`src/rtl/core/rcpa_pkg.sv`:
```
// Shared types and constants for the reference-counted page allocator.
// Used by rcpa_addr_map, rcpa_count_alu and refcounted_page_allocator; depends on nothing.
`timescale 1ns / 1ps

package rcpa_pkg;

    localparam int ADDR_W   = 56;
    localparam int DELTA_W  = 8;
    localparam int STATUS_W = 3;
    localparam int REF_W    = 16;

    localparam logic [ADDR_W-1:0] HEAP_BASE_RST = 56'h0000_0000_8000_0000;

    typedef enum logic [1:0] {
        OP_ALLOC  = 2'd0,
        OP_FREE   = 2'd1,
        OP_ADJUST = 2'd2,
        OP_READ   = 2'd3
    } t_op;

    typedef enum logic [STATUS_W-1:0] {
        ST_OK      = 3'd0,
        ST_EMPTY   = 3'd1,
        ST_BADADDR = 3'd2,
        ST_UNDER   = 3'd3,
        ST_OVER    = 3'd4,
        ST_NONZERO = 3'd5
    } t_status;

    // Address check result for one request.
    typedef struct packed {
        logic in_range;
        logic aligned;
    } t_addr_chk;

    // Decision of the count update for one request.
    typedef struct packed {
        t_status status;
        logic    wr;
        logic    push;
        logic    pop;
        logic    alloc_ok;
    } t_alu_flags;

endpackage

```
`src/rtl/core/rcpa_addr_map.sv`:
```
// Pool base register and page address translation for the page allocator.
// Depends on rcpa_pkg.
`timescale 1ns / 1ps

module rcpa_addr_map #(
    parameter  int NUM_PAGES  = 1024,
    parameter  int PAGE_SHIFT = 12,
    localparam int IDX_W      = $clog2(NUM_PAGES)
) (
    input  logic                        i_clk,
    input  logic                        i_rst_n,
    input  logic                        i_cfg_we,
    input  logic [rcpa_pkg::ADDR_W-1:0] i_cfg_wdata,
    input  logic [rcpa_pkg::ADDR_W-1:0] i_page_address,
    input  logic [IDX_W-1:0]            i_alloc_idx,
    output logic [IDX_W-1:0]            o_idx,
    output rcpa_pkg::t_addr_chk         o_chk,
    output logic [rcpa_pkg::ADDR_W-1:0] o_alloc_address
);

    localparam int AW = rcpa_pkg::ADDR_W;
    localparam int PN_W = AW - PAGE_SHIFT;
    localparam logic [AW-1:0] PAGE_MASK = (AW'(1) << PAGE_SHIFT) - AW'(1);
    localparam logic [AW-1:0] BASE_RST  =
        (rcpa_pkg::HEAP_BASE_RST + PAGE_MASK) & ~PAGE_MASK;

    logic [AW-1:0]   r_pool_base;
    logic [AW-1:0]   cfg_round;
    logic [AW-1:0]   addr_down;
    logic [AW:0]     diff;
    logic [PN_W-1:0] page_num;

    // The base is rounded up to a page boundary once, when it is written.
    assign cfg_round = (i_cfg_wdata + PAGE_MASK) & ~PAGE_MASK;

    always_ff @(posedge i_clk) begin
        if (!i_rst_n) begin
            r_pool_base <= BASE_RST;
        end else if (i_cfg_we) begin
            r_pool_base <= cfg_round;
        end
    end

    assign addr_down = i_page_address & ~PAGE_MASK;
    assign diff      = {1'b0, addr_down} - {1'b0, r_pool_base};
    assign page_num  = diff[AW-1:PAGE_SHIFT];

    // A borrow out of the subtraction means the address lies below the base.
    assign o_chk.in_range = !diff[AW] && (page_num < PN_W'(NUM_PAGES));
    assign o_chk.aligned  = ((i_page_address & PAGE_MASK) == '0);
    assign o_idx          = page_num[IDX_W-1:0];

    assign o_alloc_address = r_pool_base + (AW'(i_alloc_idx) << PAGE_SHIFT);

endmodule

```
`config.mk`:
```
export PLATFORM = sky130hd
export DESIGN_NAME = rcpa_addr_map
export DESIGN_NICKNAME = d
export VERILOG_FILES = /design/src/rtl/core/rcpa_pkg.sv /design/src/rtl/core/rcpa_addr_map.sv
export SDC_FILE = /design/constraint.sdc
export NUM_CORES = 1
export LEC_CHECK = 0
export BUFFER_PORTS_ARGS = -buffer_cell sky130_fd_sc_hd__buf_2
export CAP_MARGIN = 20
export CORE_ASPECT_RATIO = 1.5
export CORE_MARGIN = 2
export CORE_UTILIZATION = 25
export DETAILED_ROUTE_END_ITERATION = 16
export GPL_TIMING_DRIVEN = 0
export PLACE_DENSITY_LB_ADDON = 0.15
export SYNTH_ARGS = -nofsm -noshare
export SYNTH_HDL_FRONTEND = slang
export SYNTH_SLANG_ARGS = --single-unit
```
`constraint.sdc`:
```
create_clock -name i_clk -period 3.25 [get_ports i_clk]
set_clock_uncertainty 0.1 [all_clocks]
set_input_delay 0 -clock i_clk [delete_from_list [all_inputs] [get_ports i_clk]]
set_output_delay 0 -clock i_clk [all_outputs]
set_load 0.05 [all_outputs]
```
* Yosys cells after proc, flatten, opt, wreduce, memory -nomap -nowiden
Cells that the tools add are included.
** Operators by class
- $add $sub $neg :: 3
- Multipliers :: 0
- Div/mod/pow operators :: 0
- $lt $le $gt $ge :: 1
- Equality and inequality tests :: 0
- Shift operators :: 0
- Muxes and demuxes :: 0
- Bitwise logic cells :: 0
- Reductions and logical operators :: 3
** Operator list (number)
- 56-bit by 56-bit subtractor with 57-bit output :: 1
- 56-bit by 12-bit adder with 56-bit output (second input constant) :: 1
- 56-bit by 22-bit adder with 56-bit output :: 1
- 56-bit logical NOT :: 1
- 44-bit by 11-bit less-than comparator with 1-bit output (second input constant) :: 1
- 1-bit logical AND :: 1
- 1-bit logical NOT :: 1
** Storage, ports and cells
- Bits in registers :: 44
- Bits in latches :: 0
- Bits in writable memories :: 0
- Memory bits (read-only) :: 0
- Input port bits :: 125
- Output and inout bits :: 68
- Memories kept :: 0

* Longest topological paths before layout
Gate-level depths: netlist of the first run.
- Depth in word-level cells :: 3
- Gate-level depth with buffers :: 14
- Depth with buffers taken out :: 14

* Worst setup path after synthesis of the first run
Ideal clock, no wire load.
- Path type :: register to output
- Start point :: reg r_pool_base[22]
- End point :: out o_chk[1] in the netlist's numbering
- Data arrival time :: 3.847 ns
- Setup slack :: -0.697 ns
- Stages on the path, launching flop included :: 14
- Buffers on the path :: 1
- Cells stage by stage :: dfxtp_1 -> clkbuf_1 -> inv_1 -> ha_1 -> nand2_1 -> a211oi_1 -> o21ai_1 -> a2111oi_1 -> nand2b_1 -> mux2i_1 -> nand4_4 -> nor4_1 -> nand4_1 -> a2111oi_2
** RTL lines
- start, declared :: RTL line rcpa_addr_map.sv:27 : logic [AW-1:0] r_pool_base;
- start signal, assigned :: RTL line rcpa_addr_map.sv:40 : r_pool_base <= cfg_round;
- end, declared :: RTL line rcpa_addr_map.sv:17 : output rcpa_pkg::t_addr_chk o_chk,

==> reports/metrics.cfg, run 1 <==
[status]
status=finished with violations
violations=negative setup slack

[route]
drt_pre_antenna_iters=5
viasPerCell=4.951
vias=7184
drt_first_iter_violations=305
ant_nets=0
drc_errors=0
wl_per_cell_um=16.68
wirelength_um=24200

[sta]
max_freq_mhz=251.0
worst_pin_slew_ns=0.5937
finalHoldViolCount=0
setup_ws_ns=-0.7336
rsz0062_at_grt=yes
period_share_pct=122.6
period_minus_slack_ns=3.984
slew_headroom_pct=60.42
slew_violations=0
setup_viol=15

[pwr]
leakagePower_nw=3.737
power-per-cell-area_nw_per_um2=314.1
ir_drop_mv=0.1690
power_mw=2.850

[hold_path]
holdCritStartpoint=i_cfg_wdata[49]
worstHoldPathType=in2reg
hold_depth=3
min_to=r_pool_base[49]

[synth]
async_flop_share_pct=0
synth_warnings=0
synth_edf_count=0
synth_ff_type=dfxtp_1
netlist_area_sq_um=6182
yosysSeqAreaShare_pct=14.25
synth-seq-cells=44
ys_types=71
synthCells=870
synth.avg_cell_area_sq_um=7.106

[setup_path]
critPathTopFamily=simple AND/OR/NAND/NOR gates
max_stage_delay_ns=0.58
timing.rr.start=r_pool_base[24]
crit_top_cell=nand4_1
worstReg2RegEnd=r_pool_base[24]
endpoint_kind=primary output
startpoint_type=register
worstPathRequired_ns=3.15
cp_slowest_cell=or4_4
arrival_ns=3.88
critical_path_class=reg2out
r2r_cells=3
crit_path_max_fanout=8
path_cells=inv_1 -> ha_1 -> clkbuf_4 -> nand4_1 -> or4_4 -> o22ai_4 -> a21oi_4 -> a221oi_2 -> o2111ai_1 -> nor4_2 -> nand4_1 -> a2111oi_4 -> buf_6
r2r_setup_slack_ns=1.94
path_buf_inv=3

[final_layout]
syn_to_final_growth_pct=46.77
fin_cells=1451
num-nets-final=1308
regMostFlops=r_pool_base
reg_top3=r_pool_base x44
final_cell_mix=buf_2 (156), nor2_1 (68), nand2_1 (67)
largest_reg_flops=44
final_core_util_pct=37.27
antenna_cells=0
final_common_cell=buf_2
final_cell_area_sq_um=9074
drive_above_1_share_pct=30.70

[global_routing]
grt_pass1_vias=6897
grt_remaining_overflow=0
grt_usage_pct=17.55
antenna_found_initial=0
grt_pass1_wl_um=36340
grt_max_degree=13

[die]
rows=70
coreArea_sq_um=24350
start_util_pct=25.39
pin_count=193
die_h_um=196.6
die_x_um=132.4
dieArea_sq_um=26030

[clocking]
cts_tree=done
clock_sinks=44
numCtsBuffers=5
htree_levels=2
clockRootBuffer=clkbuf_16
insertion_delay_ns=0.28
cts_max_path_buffers=2
clkTransAtPathRegs_ns=0.06

[placed_design]
dp_hpwl_um=20370
portBuffers=179
placed_area_sq_um=7635
gp_congestion=0.8764
placed_cells=1384

[run]
drv_cap=0

kinds of logic (layout without fill, tap and decap cells):
logic type                 count (synthesis)  count (layout)  synth area share [%]
and+or+nand+nor                          296             296                 23.60
AOI/OAI and AO/OA                        249             249                 26.61
buffers and inverters                    113             359                 7.913
xor gates and xnor gates                 103             103                 14.59
adders and majority gates                 56              56                 11.58
DFF                                       44              44                 14.25
muxes                                      8               8                 1.396
other                                      1              12               0.06066
tightest hold or removal path: stages:
cell and delay [ns]:
buf_2 0.10, xor2_1 0.15, a211oi_1 0.09
routing by layer:
layer | global-route usage [%] | wire length [um] | vias to the layer above
li1 | - | - | 3649
met1 | 19.79 | 9509 | 3267
met2 | 33.58 | 12760 | 223
met3 | 1.106 | 842 | 45
met4 | 7.726 | 1082 | 0
met5 | 0 | 0 | -
through the flow:
stage               hold WS (ns)  TNS (ns)  setup slack (ns)
floorplan                0.03837  -0.08626          -0.08626
global placement          0.2037    -4.128           -0.7035
detailed placement        0.2021    -4.164           -0.7666
CTS                     0.005373    -1.343           -0.6936
global route             0.04585    -4.590           -0.8880
finish                  0.004581    -1.685           -0.7336
timing repair:
item                                   in CTS  in global routing
setup endpoints to repair                  33                 38
pin swaps                                  12                 40
cloned                                      0                  1
hold buffers                               36                  0
setup buffers                               6                 19
gates resized for setup                    85                 93
endpoints found under the hold margin      35                  0
power breakdown:
group	internal, mW	switching [mW]	total, mW
Sequential	0.580	0.0519	0.631
Combinational	0.631	1.11	1.74
Clock	0.279	0.197	0.476
Total	1.49	1.36	2.85
worst max-delay path by stage:
stage                     from       end  slack (ns)  cells after the start
5_1_grt        r_pool_base[40]  o_chk[1]       -0.89                     14
4_1_cts        r_pool_base[27]  o_chk[1]       -0.69                     13
6_report       r_pool_base[27]  o_chk[1]       -0.73                     13
3_5_place_dp   r_pool_base[35]  o_chk[1]       -0.77                     13
3_3_place_gp   r_pool_base[35]  o_chk[1]       -0.70                     14
2_1_floorplan  r_pool_base[12]  o_chk[1]       -0.09                     12
cell usage after synthesis, drive strengths merged, types with 3 or more instances:
master	count	area, sq um
a311oi	5	43.79
nor2	73	274.0
and2	4	25.02
or3	4	25.02
nand4	35	234.0
a31oi	6	43.79
mux2i	6	60.06
inv	64	240.2
nor2b	6	37.54
nand2b	10	62.56
o21bai	3	22.52
o21ai	57	285.3
nor4	14	87.58
a21oi	71	355.3
nand2	69	259.0
a2111oi	5	70.07
a21boi	4	30.02
ha	54	675.7
o22ai	3	25.02
a211oi	35	267.8
nand3	42	210.2
nor3	19	100.1
a41oi	4	42.55
clkbuf	28	105.1
o31ai	3	22.52
o21a	12	90.09
a221oi	3	26.28
xnor2	67	586.8
buf	21	143.9
o211ai	5	37.54
and4	4	35.03
and3	9	56.30
dfxtp	44	880.8
xor2	36	315.3
a21o	17	128.9
area by class of cell:
cell class | count | area (sq um)
flip-flops and latches | 44 | 894.6
clock buffers | 6 | 128.9
repair buffers | 241 | 1625
well taps | 324 | 405.4
multi-input cells | 724 | 5502
inverters | 64 | 240.2
fillers | 2671 | 15270
plain buffers | 47 | 272.8
clock inverters | 1 | 5.005
Power figures use the tool's default switching activity.
==> run 2, diff against run 1 <==
Settings changed: PLACE_DENSITY set to 0.43, PLACE_DENSITY_LB_ADDON 0.15 to unset.
==> reports/metrics.cfg, run 2 (synthesized netlist as in run 1, its figures left out) <==
[status]
status=finished with violations
violations=negative hold slack, negative setup slack

[die]
dieArea_sq_um=26030  ; unchanged
start_util_pct=25.39  ; unchanged
rows=70  ; unchanged
die_x_um=132.4  ; unchanged
coreArea_sq_um=24350  ; unchanged
die_h_um=196.6  ; unchanged
pin_count=193  ; unchanged

[setup_path]
crit_path_max_fanout=8  ; unchanged
endpoint_kind=primary output
arrival_ns=3.87  ; about the same
r2r_setup_slack_ns=1.92  ; -0.02 ns
startpoint_type=register
worstPathRequired_ns=3.15  ; about the same
critical_path_class=reg2out
r2r_cells=3  ; unchanged

[placed_design]
placed_area_sq_um=7635  ; unchanged
place_ws_ns=-0.6931  ; +0.07351 ns
portBuffers=179  ; unchanged
gp_congestion=0.8865  ; +1.2%
dp_hpwl_um=20440  ; +0.34%

[sta]
period_share_pct=122.3  ; -0.30 points
period_minus_slack_ns=3.974  ; -0.009695 ns
max_freq_mhz=251.6  ; +0.24%
finalHoldViolCount=1  ; +1
setup_viol=13  ; -2
slew_headroom_pct=46.32  ; -14 points
rsz0062_at_grt=yes
hold_ws_ns=-0.01738  ; -0.02196 ns
setup_ws_ns=-0.7239  ; +0.009695 ns
slew_violations=0  ; unchanged
worst_pin_slew_ns=0.7947  ; +0.2010 ns
fin_tns_setup_ns=-2.382  ; -0.6976 ns

[final_layout]
largest_reg_flops=44  ; unchanged
fill_cells=2777  ; +4.0%
final_core_util_pct=35.12  ; -2.1 points
num-nets-final=1291  ; -1.3%
reg_top3=r_pool_base x44
drive_above_1_share_pct=26.69  ; -4.0 points
syn_to_final_growth_pct=38.33
final_cell_area_sq_um=8552  ; -5.8%
regArea_sq_um=892.1  ; -0.28%
multi_input_area_sq_um=5175  ; -5.9%
regMostFlops=r_pool_base
antenna_cells=0  ; unchanged
final_common_cell=buf_2
final_cell_mix=buf_2 (160), nor2_1 (71), nand2_1 (67)

[clocking]
clkTransAtPathRegs_ns=0.06  ; about the same
numCtsBuffers=5  ; unchanged
clock_sinks=44  ; unchanged
cts_tree=done
clockRootBuffer=clkbuf_16
htree_levels=2  ; unchanged
insertion_delay_ns=0.29  ; about the same
cts_max_path_buffers=2  ; unchanged

[global_routing]
grt_usage_pct=17.56  ; about the same
grt_pass1_wl_um=36590  ; +0.68%
grt_pass1_vias=6994  ; +1.4%
antenna_found_initial=0  ; unchanged
top_usage_layer=met2
gr-usage-met1_pct=19.76  ; -0.028 points
grt_max_degree=13  ; unchanged
grt_remaining_overflow=0  ; unchanged
use_met2_pct=33.54  ; -0.038 points
gr-usage-met3_pct=1.080  ; -0.026 points

[route]
drt_first_iter_violations=372  ; +22%
wirelength_um=23700  ; -2.0%
vias=7002  ; -2.5%
viasPerCell=4.886  ; -1.3%
drt_pre_antenna_iters=5  ; unchanged
drc_errors=0  ; unchanged
ant_nets=0  ; unchanged
wl_per_cell_um=16.54  ; -0.81%

[pwr]
power_frac_clock_pct=19.7  ; +3.0 points
p_int_mw=1.509  ; +1.3%
power_frac_seq_pct=22.1  ; about the same
ir_drop_mv=0.2162  ; +28%
power-per-cell-area_nw_per_um2=332.2  ; +5.8%
netSwitchingFraction_pct=46.88  ; -0.84 points
leakagePower_nw=3.539  ; -5.3%
switchingPower_mw=1.332  ; -2.1%
power_frac_comb_pct=58.1  ; -3.0 points

[run]
drv_cap=0  ; unchanged

[hold_path]
worstHoldPathType=in2reg
hold_depth=3  ; unchanged

[run 2: changes by cell type in the layout (fill, tap and decap cells not counted), moves of 4 or more]
cell     delta
buf_4       -8
buf_6       -7
nand3_1     +4
xnor2_2     -4
nand3_4     -7
buf_2       +4
xnor2_1     +6
[run 2: stage by stage]
step	power [mW]	instances
2_1_floorplan	1.747	881
5_1_grt	3.012	1433
4_1_cts	2.833	1428
3_5_place_dp	2.181	1384
6_report	2.841	1433
3_3_place_gp	2.185	1384
[run 2: critical path, stage by stage, from the launching register on]
cell and delay, ns:
dfxtp_1 0.42, inv_1 0.13, ha_1 0.28, buf_2 0.19, nand2_1 0.06, o21ai_0 0.32
mux2i_1 0.20, a31oi_1 0.30, nand3_1 0.22, nor3_2 0.24, o2111ai_2 0.22, nor4_1 0.31
nand4_1 0.20, a2111oi_4 0.27, buf_6 0.21
[run 2: final timing paths]
check | endpoint | startpoint
setup / recovery | o_chk[1] | r_pool_base[27]
hold / removal | r_pool_base[47] | i_cfg_wdata[47]
setup reg to reg | r_pool_base[26] | r_pool_base[26]
hold reg to reg | r_pool_base[46] | r_pool_base[46]
[run 2: final cells by class]
| type | count | area share [%] |
|---|---|---|
| plain buffers | 47 | 3.043 |
| flip-flops and latches | 44 | 10.43 |
| repair buffers | 224 | 16.65 |
| clock buffers | 5 | 1.463 |
| well taps | 324 | 4.740 |
| multi-input cells | 724 | 60.51 |
| clock inverters | 1 | 0.3511 |
| inverters | 64 | 2.809 |
[run 2: routing by layer]
metal / up-vias / share of wire, %
met4: 0 / 4.6
met2: 170 / 52
met1: 3172 / 41
li1: 3619 / -
met5: - / 0
met3: 41 / 2.8
[run 2: timing repair]
action,CTS,global route
pin swaps,9,11
resized for setup,64,42
gates cloned,0,0
hold buffers,35,0
setup endpoints to repair,33,35
setup buffers,5,5
hold endpoints to repair,34,0
[run 2: power groups by stage]
stage	clock network (mW)	logic (mW)	registers (mW)
2_1_floorplan	0	1.13	0.621
3_3_place_gp	0	1.55	0.637
3_5_place_dp	0	1.54	0.638
4_1_cts	0.572	1.63	0.628
6_report	0.561	1.65	0.629
5_1_grt	0.589	1.79	0.635
