--- config.mk ---
export PLATFORM = sky130hd
export DESIGN_NAME = rcpa_count_alu
export DESIGN_NICKNAME = d
export VERILOG_FILES = /design/src/rtl/core/rcpa_pkg.sv /design/src/rtl/core/rcpa_count_alu.sv
export SDC_FILE = /design/constraint.sdc
export NUM_CORES = 1
export LEC_CHECK = 0
export ABC_AREA = 1
export ABC_CLOCK_PERIOD_IN_PS = 9200
export BUFFER_PORTS_ARGS = -buffer_cell sky130_fd_sc_hd__buf_2
export CORE_ASPECT_RATIO = 1.1
export CORE_MARGIN = 1
export CORE_UTILIZATION = 55
export DETAILED_ROUTE_END_ITERATION = 8
export PLACE_DENSITY = 0.94
export RECOVER_POWER = 100
export SLEW_MARGIN = 40
export SYNTH_ARGS = -nofsm -noshare
export SYNTH_HDL_FRONTEND = slang
export SYNTH_SLANG_ARGS = --single-unit
--- constraint.sdc ---
create_clock -name vclk -period 9.2
set_clock_uncertainty 0.05 [all_clocks]
set_input_delay 1.84 -clock vclk [all_inputs]
set_output_delay 1.84 -clock vclk [all_outputs]
set_load 0.02 [all_outputs]
--- src/rtl/core/rcpa_pkg.sv ---
// Shared types and constants for the reference-counted page allocator.
// Used by rcpa_addr_map, rcpa_count_alu and refcounted_page_allocator; depends on nothing.
`timescale 1ns / 1ps

package rcpa_pkg;

    localparam int ADDR_W   = 56;
    localparam int DELTA_W  = 8;
    localparam int STATUS_W = 3;
    localparam int REF_W    = 16;

    localparam logic [ADDR_W-1:0] HEAP_BASE_RST = 56'h0000_0000_8000_0000;

    typedef enum logic [1:0] {
        OP_ALLOC  = 2'd0,
        OP_FREE   = 2'd1,
        OP_ADJUST = 2'd2,
        OP_READ   = 2'd3
    } t_op;

    typedef enum logic [STATUS_W-1:0] {
        ST_OK      = 3'd0,
        ST_EMPTY   = 3'd1,
        ST_BADADDR = 3'd2,
        ST_UNDER   = 3'd3,
        ST_OVER    = 3'd4,
        ST_NONZERO = 3'd5
    } t_status;

    // Address check result for one request.
    typedef struct packed {
        logic in_range;
        logic aligned;
    } t_addr_chk;

    // Decision of the count update for one request.
    typedef struct packed {
        t_status status;
        logic    wr;
        logic    push;
        logic    pop;
        logic    alloc_ok;
    } t_alu_flags;

endpackage

--- src/rtl/core/rcpa_count_alu.sv ---
// Reference count update and status decision for one allocator request.
// Depends on rcpa_pkg.
`timescale 1ns / 1ps

module rcpa_count_alu #(
    parameter int COUNT_BITS = 16
) (
    input  rcpa_pkg::t_op                      i_op,
    input  logic                               i_bad,
    input  logic                               i_empty,
    input  logic                               i_full,
    input  logic [COUNT_BITS-1:0]              i_count,
    input  logic signed [rcpa_pkg::DELTA_W-1:0] i_delta,
    output logic [COUNT_BITS-1:0]              o_new_count,
    output logic [COUNT_BITS-1:0]              o_rpt_count,
    output rcpa_pkg::t_alu_flags               o_flags
);

    localparam int CW = COUNT_BITS;
    localparam int DW = rcpa_pkg::DELTA_W;
    localparam int SW = ((CW > DW) ? CW : DW) + 2;

    logic [SW-1:0] sum;
    logic          neg;
    logic          over;
    logic [CW-1:0] dec;

    assign sum  = {{(SW-CW){1'b0}}, i_count} + {{(SW-DW){i_delta[DW-1]}}, i_delta};
    assign neg  = sum[SW-1];
    assign over = !neg && (sum[SW-2:CW] != '0);
    assign dec  = i_count - CW'(1);

    always_comb begin
        o_flags.status   = rcpa_pkg::ST_OK;
        o_flags.wr       = 1'b0;
        o_flags.push     = 1'b0;
        o_flags.pop      = 1'b0;
        o_flags.alloc_ok = 1'b0;
        o_new_count      = i_count;
        o_rpt_count      = '0;
        case (i_op)
            rcpa_pkg::OP_ALLOC: begin
                if (i_empty) begin
                    o_flags.status = rcpa_pkg::ST_EMPTY;
                end else if (i_count != '0) begin
                    o_flags.status = rcpa_pkg::ST_NONZERO;
                    o_rpt_count    = i_count;
                end else begin
                    o_flags.pop      = 1'b1;
                    o_flags.wr       = 1'b1;
                    o_flags.alloc_ok = 1'b1;
                    o_new_count      = CW'(1);
                    o_rpt_count      = CW'(1);
                end
            end
            rcpa_pkg::OP_FREE: begin
                if (i_bad) begin
                    o_flags.status = rcpa_pkg::ST_BADADDR;
                end else if (i_count == '0) begin
                    o_flags.status = rcpa_pkg::ST_UNDER;
                end else begin
                    o_flags.wr   = 1'b1;
                    o_new_count  = dec;
                    o_rpt_count  = dec;
                    // On a full stack the count still drops but the push is skipped.
                    o_flags.push = (dec == '0) && !i_full;
                end
            end
            rcpa_pkg::OP_ADJUST: begin
                if (i_bad) begin
                    o_flags.status = rcpa_pkg::ST_BADADDR;
                end else if (neg) begin
                    o_flags.status = rcpa_pkg::ST_UNDER;
                    o_rpt_count    = i_count;
                end else if (over) begin
                    o_flags.status = rcpa_pkg::ST_OVER;
                    o_rpt_count    = i_count;
                end else begin
                    o_flags.wr  = 1'b1;
                    o_new_count = sum[CW-1:0];
                    o_rpt_count = sum[CW-1:0];
                end
            end
            rcpa_pkg::OP_READ: begin
                if (i_bad) begin
                    o_flags.status = rcpa_pkg::ST_BADADDR;
                end else begin
                    o_rpt_count = i_count;
                end
            end
            default: begin
                o_flags.status = rcpa_pkg::ST_OK;
            end
        endcase
    end

endmodule

* Word level (Yosys, flattened, before mapping)
Index checks and enable logic that the tools add are counted.
** Storage, ports and cells
- Register bits :: 0
- Bits of input ports :: 29
- Output and inout bits :: 39
- Word-level logic and storage cells :: 48
** Operators by class
- Add/sub/neg operators :: 2
- Eq/ne operators :: 3
- Multiplexer cells :: 35
- Reduce and logical (&&, ||, !) cells :: 8
** Operator list (number)
- 16-bit two-way mux :: 12
- 16-bit case mux with 4 select lines :: 1
- 16-bit case mux with 3 select lines :: 1
- 16-bit logical NOT :: 2
- 17-bit by 8-bit adder with 18-bit output :: 1
- 2-bit two-way mux :: 8
- 16-bit nonzero test :: 1
- 16-bit by 1-bit subtractor with 16-bit output (second input constant) :: 1
- 3-bit two-way mux :: 5
- 3-bit case mux with 4 select lines :: 1
- 1-bit two-way mux :: 6
- 2-bit equality test (second input constant) :: 2
- 1-bit case mux with 3 select lines :: 1
- 2-bit by 1-bit equality test with 1-bit output (second input constant) :: 1
- 1-bit logical AND :: 2
- 1-bit logical NOT :: 2
- 2-bit logical NOT :: 1

* Depth between registers and ports, before layout
Gate-level depths: netlist of the first run.
- Word-level depth :: 7
- Mapped depth :: 16

* Worst setup path after synthesis of the first run
OpenSTA, ideal clock, no wires.
- Path kind :: input -> output
- Start point :: input i_count[0]
- End point :: output o_new_count[3]
- Arrival :: 3812 ps
- Data required time :: 7310 ps
- Setup slack :: 3498 ps
- Stages on the path :: 14
- Buffers on the path :: 1
- Cell sequence :: ha_1 fa_1 nand3_1 nand2_1 nand2_1 nand2_2 nand2_1 nand3_1 nand2_4 nand3_4 buf_6 a21oi_2 nand2_1 a21oi_1
** Between the ends
- Cells in the longest elaborated chain, start to end :: 7
- Elaborated cells on any way between the ends :: 14
- Those cells by class :: add/sub (2); mux (8); reduce/logical (4)
** Ends and longest elaborated chain
- from (decl) :: line rcpa_count_alu.sv:12 : input logic [COUNT_BITS-1:0] i_count,
- 17-bit by 8-bit adder with 18-bit output :: line rcpa_count_alu.sv:28 : assign sum = {{(SW-CW){1'b0}}, i_count} + {{(SW-DW){i_delta[DW-1]}}, i_delta};
- 1-bit logical NOT :: line rcpa_count_alu.sv:30 : assign over = !neg && (sum[SW-2:CW] != '0);
- 1-bit logical AND :: line rcpa_count_alu.sv:30
- 16-bit two-way mux :: line rcpa_count_alu.sv:75 : end else if (over) begin
- 16-bit two-way mux :: line rcpa_count_alu.sv:72 : end else if (neg) begin
- 16-bit two-way mux :: line rcpa_count_alu.sv:70 : if (i_bad) begin
- 16-bit case mux with 3 select lines * :: line rcpa_count_alu.sv:41 : case (i_op)
- to (decl) :: line rcpa_count_alu.sv:14 : output logic [COUNT_BITS-1:0] o_new_count,
Every way passes the cells marked *; elsewhere a longest branch is shown, timed or not.

* Worst setup path after layout of the first run
- Start point :: input i_delta[7] (netlist bit)
- End point :: output o_rpt_count[14]
** Between the ends
- Cells in the longest elaborated chain, start to end :: 7
** Ends and longest elaborated chain
- from (decl) :: line rcpa_count_alu.sv:13 : input logic signed [rcpa_pkg::DELTA_W-1:0] i_delta,
- 17-bit by 8-bit adder with 18-bit output * :: line rcpa_count_alu.sv:28
- 1-bit logical NOT :: line rcpa_count_alu.sv:30
- 1-bit logical AND :: line rcpa_count_alu.sv:30
- 16-bit two-way mux :: line rcpa_count_alu.sv:75
- 16-bit two-way mux * :: line rcpa_count_alu.sv:72
- 16-bit two-way mux * :: line rcpa_count_alu.sv:70
- 16-bit case mux with 4 select lines * :: line rcpa_count_alu.sv:41
- to (decl) :: line rcpa_count_alu.sv:15 : output logic [COUNT_BITS-1:0] o_rpt_count,
Marked as above.

==> impl_metrics.csv, run 1 <==
group,metric,value,unit
finish,mostFrequentLayoutCell,"nand2_1",
grt,grt_usage,0.327,
worst_setup_path,crit_type,"in2out",
worst_setup_path,worst_setup_path_end_kind,"output pin",
die,die_h,71.6,um
routing,drt-pass1-iter-count,5,
sta,worst_slack,2.28,ns
grt,antenna_found_initial,0,
sta,timing.hold.ws,4.07,ns
placement,pre_cts_ws,2.97,ns
finish,final_nets,551,
logic_synthesis,synth_area_per_cell,5.47,um2
logic_synthesis,netlist_instances,443,
logic_synthesis,yosysUniqueCellTypes,42,
sta,setup_viol,0,
worst_hold_path,hold_end,"o_rpt_count[3]",
placement,port_buffers,68,
die,die_area,4680,um2
routing,drc,0,
pwr,pwr_density_cell,63.5,nW/um2
worst_hold_path,min_from,"i_count[3]",
placement,hpwl,6.29,mm
pwr,p_leak,1.39,nW
finish,finish.utilization,0.653,
sta,finalSetupTns,0,ns
placement,gp_congestion,0.956,
cts,cts_setup_buffers,0,
cts,cts-resized-gates,0,
die,coreArea,4080,um2
grt,grt_pass1_vias,2920,
sta,fin_crit_sh,0.752,
sta,rsz0062_at_grt,"false",
routing,vias_per_cell,5.84,
worst_hold_path,hp-class,"in2out",
sta,hold_violations,0,
grt,grt_max_degree,15,
die,die_w,65.3,um
die,std_cell_rows,24,
routing,drtIter0Drc,310,
cts,cts.hold.buffers_added,0,
grt,grt_pass1_wl,12.6,mm
die,start_util,0.594,
logic_synthesis,seq_area_frac_synth,0,
sta,slew_headroom,0.544,
sta,fin_crit,6.92,ns
logic_synthesis,synthesis.nets,494,
worst_setup_path,cp.arrival,5.03,ns
worst_setup_path,path_max_fanout,14,
sta,fmax,145,MHz
worst_setup_path,setup.worst_path.start_class,"input pin",
finish,design.seq.count,0,
die,io_pins,68,
routing,detail-route-antenna-nets,0,
job,maxCapViolCount,0,
finish,final_cell_mix,"122 x nand2_1, 54 x inv_1, 45 x nand3_1",
sta,worst_pin_slew,0.681,ns
finish,synthToLayoutAreaGrowth,9.91,%
finish,final_layout_size_suffix_gt1_frac,0.141,
routing,totalWireLength,7.68,mm
grt,overflow,0,
sta,drv_slew,0,
pwr,ir_drop,0.0000418,V
logic_synthesis,netlist_area,2420,um2
logic_synthesis,yosys_warnings,0,
routing,dr_total_vias,3211,
worst_setup_path,crit_required,7.31,ns
finish,final-seq-area,0,um2
run_status,status,"complete, no violations",
worst_hold_path,min_path_cells,4,
finish,clockBufferCount,0,
routing,wire_per_inst,14.0,um
finish,antennaDiodeCount,0,
-- layout make-up --
class	count	area (um2)
fillers	419	1420
repair buffers	68	300
well taps	52	65.1
multi-input cells	371	2080
inverters	59	221
-- kinds of logic after synthesis --
logic type | Yosys count | synth area share
adders and majority gates | 22 | 0.117
and+or+nand+nor | 259 | 0.495
buffers and inverters | 72 | 0.132
xor gates and xnor gates | 26 | 0.0939
AOI/OAI and AO/OA | 64 | 0.163
-- routing by layer --
metal | track usage | up-vias | routed length (um)
li1 | - | 1573 | -
met1 | 0.423 | 1408 | 3050
met2 | 0.558 | 203 | 3640
met3 | 0.0350 | 27 | 783
met4 | 0.111 | 0 | 205
met5 | 0 | - | 0
-- synthesized netlist by cell type (all sizes together) --
master / instances / area share
nor2: 53 / 0.093
xnor2: 8 / 0.029
nor4: 2 / 0.0052
clkbuf: 2 / 0.0036
o31ai: 2 / 0.0062
or2: 6 / 0.015
inv: 57 / 0.088
nand4: 11 / 0.031
clkinv: 2 / 0.0031
nor3: 6 / 0.012
buf: 11 / 0.037
xor2: 18 / 0.065
o21bai: 1 / 0.0031
fa: 1 / 0.0083
ha: 21 / 0.11
o211ai: 13 / 0.042
and2: 2 / 0.0062
a31oi: 4 / 0.010
nor3b: 1 / 0.0077
a211oi: 1 / 0.0031
a21oi: 27 / 0.063
nand2: 130 / 0.21
o21ai: 15 / 0.031
nand3: 47 / 0.11
a22oi: 1 / 0.0031
nand3b: 1 / 0.0031
-- metrics by stage --
| step | power, W | cell area, um2 | instances |
|---|---|---|---|
| 2_1_floorplan | 0.000125 | 2420 | 443 |
| 3_3_place_gp | 0.000167 | 2730 | 550 |
| 3_5_place_dp | 0.000171 | 2730 | 550 |
| 4_1_cts | 0.000171 | 2730 | 550 |
| 5_1_grt | 0.000185 | 2670 | 550 |
| 6_report | 0.000169 | 2670 | 550 |
-- report_power, final --
group | internal [W] | switching, W | total (W)
combinational | 0.0000531 | 0.000116 | 0.000169
sequential | 0 | 0 | 0
clock | 0 | 0 | 0
total | 0.0000531 | 0.000116 | 0.000169
-- worst max path at each step --
stage,cells after the start,start,endpoint,slack [ns]
after floorplan,14,i_count[0],o_new_count[3],3.50
after global placement,16,i_count[0],o_new_count[14],3.06
after detailed placement,16,i_count[0],o_rpt_count[14],2.97
after CTS,16,i_count[0],o_rpt_count[14],2.96
after global routing,13,i_delta[7],o_rpt_count[14],1.81
final,13,i_delta[7],o_rpt_count[14],2.28
-- worst max-delay path, cell delays in order --
cell      delay (ns)
clkbuf_1        0.50
ha_1            0.41
a21oi_1         0.20
o21ai_0         0.15
a21oi_1         0.26
nand2_1         0.11
nand2_1         0.09
nand3_1         0.33
inv_1           0.39
o21ai_0         0.14
o21ai_0         0.31
nand3_1         0.11
clkbuf_1        0.19
No activity file was read; power rests on OpenSTA's default activity.
==> inputs of run 2 (changes only) <==
--- a/config.mk
+++ b/config.mk
@@ -6,13 +6,13 @@
 export NUM_CORES = 1
 export LEC_CHECK = 0
 export ABC_AREA = 1
-export ABC_CLOCK_PERIOD_IN_PS = 9200
+export ABC_CLOCK_PERIOD_IN_PS = 5950
 export BUFFER_PORTS_ARGS = -buffer_cell sky130_fd_sc_hd__buf_2
 export CORE_ASPECT_RATIO = 1.1
 export CORE_MARGIN = 1
-export CORE_UTILIZATION = 55
+export CORE_UTILIZATION = 51
 export DETAILED_ROUTE_END_ITERATION = 8
-export PLACE_DENSITY = 0.94
+export PLACE_DENSITY = 0.91
 export RECOVER_POWER = 100
 export SLEW_MARGIN = 40
 export SYNTH_ARGS = -nofsm -noshare
==> constraint.sdc (replaced) <==
create_clock -name vclk -period 5.95
set_clock_uncertainty 0.05 [all_clocks]
set_input_delay 1.19 -clock vclk [all_inputs]
set_output_delay 1.19 -clock vclk [all_outputs]
set_load 0.02 [all_outputs]
==> impl_metrics.csv, run 2 (synthesized netlist as in run 1, its figures left out) <==
group,metric,value,unit
finish,mostFrequentLayoutCell,"nand2_1",
die,start_util,0.546,
grt,overflow,0,
routing,vias_per_cell,5.76,
sta,rsz0062_at_grt,"false",
grt,grt_usage,0.294,
die,die_h,74.3,um
die,die_area,5030,um2
cts,cts-resized-gates,0,
worst_setup_path,crit_chain,"clkbuf_1, ha_1, a21oi_1, o21ai_0, a21oi_1, nand2_1, nand2_1, nand3_4, inv_2, o21ai_0, o21ai_0, nand3_1, clkbuf_1",
worst_setup_path,path_max_fanout,14,
finish,n_fill_cell,462,
worst_setup_path,worst-path-buf-inv,3,
sta,slew_headroom,0.526,
routing,totalWireLength,7.45,mm
routing,drtIter0Drc,257,
sta,finalSetupTns,0,ns
grt,grt_max_degree,15,
cts,cts_setup_buffers,0,
finish,antennaDiodeCount,0,
routing,drc,0,
die,coreArea,4440,um2
cts,cts.hold.buffers_added,0,
die,io_pins,68,
grt,antenna_found_initial,0,
finish,multiInputGateArea,2090,um2
die,std_cell_rows,25,
pwr,ir_drop,0.0000662,V
finish,final-seq-area,0,um2
worst_setup_path,crit_type,"in2out",
worst_setup_path,cp.arrival,4.03,ns
job,maxCapViolCount,0,
die,die_w,67.7,um
worst_setup_path,slowest_stage,"clkbuf_1",
pwr,pwr_density_cell,97.6,nW/um2
sta,fin_crit_sh,0.886,
worst_hold_path,hp-class,"in2out",
finish,design.seq.count,0,
finish,final_nets,551,
grt,grt_pass1_vias,2689,
placement,hpwl,6.14,mm
finish,final_cell_mix,"122 x nand2_1, 53 x inv_1, 44 x nor2_1, 44 x nand3_1, 35 x buf_2",
placement,port_buffers,68,
worst_setup_path,cp_top_family,"compound AO/OA/AOI/OAI gates",
finish,final_layout_size_suffix_gt1_frac,0.145,
placement,gp_congestion,0.937,
routing,wire_per_inst,13.5,um
finish,synthToLayoutAreaGrowth,10.6,%
sta,drv_slew,0,
routing,detail-route-antenna-nets,0,
routing,drt-pass1-iter-count,6,
sta,fmax,190,MHz
routing,dr_total_vias,3180,
grt,grt_pass1_wl,11.7,mm
worst_setup_path,crit_top_cell,"o21ai_0",
sta,worst_pin_slew,0.711,ns
worst_setup_path,setup.worst_path.start_class,"input pin",
sta,hold_violations,0,
pwr,p_leak,1.38,nW
worst_setup_path,crit_required,4.71,ns
sta,fin_crit,5.27,ns
finish,clockBufferCount,0,
worst_setup_path,worst_setup_path_end_kind,"output pin",
run_status,status,"complete, no violations",
sta,timing.hold.ws,2.77,ns
worst_setup_path,slowest_delay,0.52,ns
sta,setup_viol,0,
[run 2: worst paths after layout]
check / startpoint / to / slack [ns] / cells after the start
min: i_op[1] / o_flags[5] / 2.77 / 4
max: i_delta[7] / o_rpt_count[14] / 0.68 / 13
[run 2: area by class of cell]
cell class	instances	area share
repair buffers	68	0.111
multi-input cells	371	0.781
well taps	54	0.0252
inverters	59	0.0826
[run 2: routing by layer]
| metal | vias up | part of all wire | GRT usage | routed length (um) |
|---|---|---|---|---|
| met5 | - | 0 | 0 | 0 |
| met4 | 0 | 0.034 | 0.111 | 252 |
| met3 | 24 | 0.10 | 0.0107 | 758 |
| met2 | 211 | 0.45 | 0.492 | 3360 |
| met1 | 1381 | 0.41 | 0.395 | 3080 |
| li1 | 1564 | - | - | - |
[run 2: where the power goes]
group          internal [W]  switching, W
clock                     0             0
sequential                0             0
combinational     0.0000829      0.000179
total             0.0000829      0.000179
[run 2: metrics by stage]
step	utilization	cells	total power (W)	instance area (um2)	setup slack, ns
2_1_floorplan	-	443	0.000194	2420	1.55
3_3_place_gp	0.616	552	0.000258	2740	1.08
3_5_place_dp	0.616	552	0.000263	2740	0.961
4_1_cts	0.616	552	0.000264	2740	0.964
5_1_grt	0.604	552	0.000288	2680	0.436
6_report	0.604	552	0.000262	2680	0.680
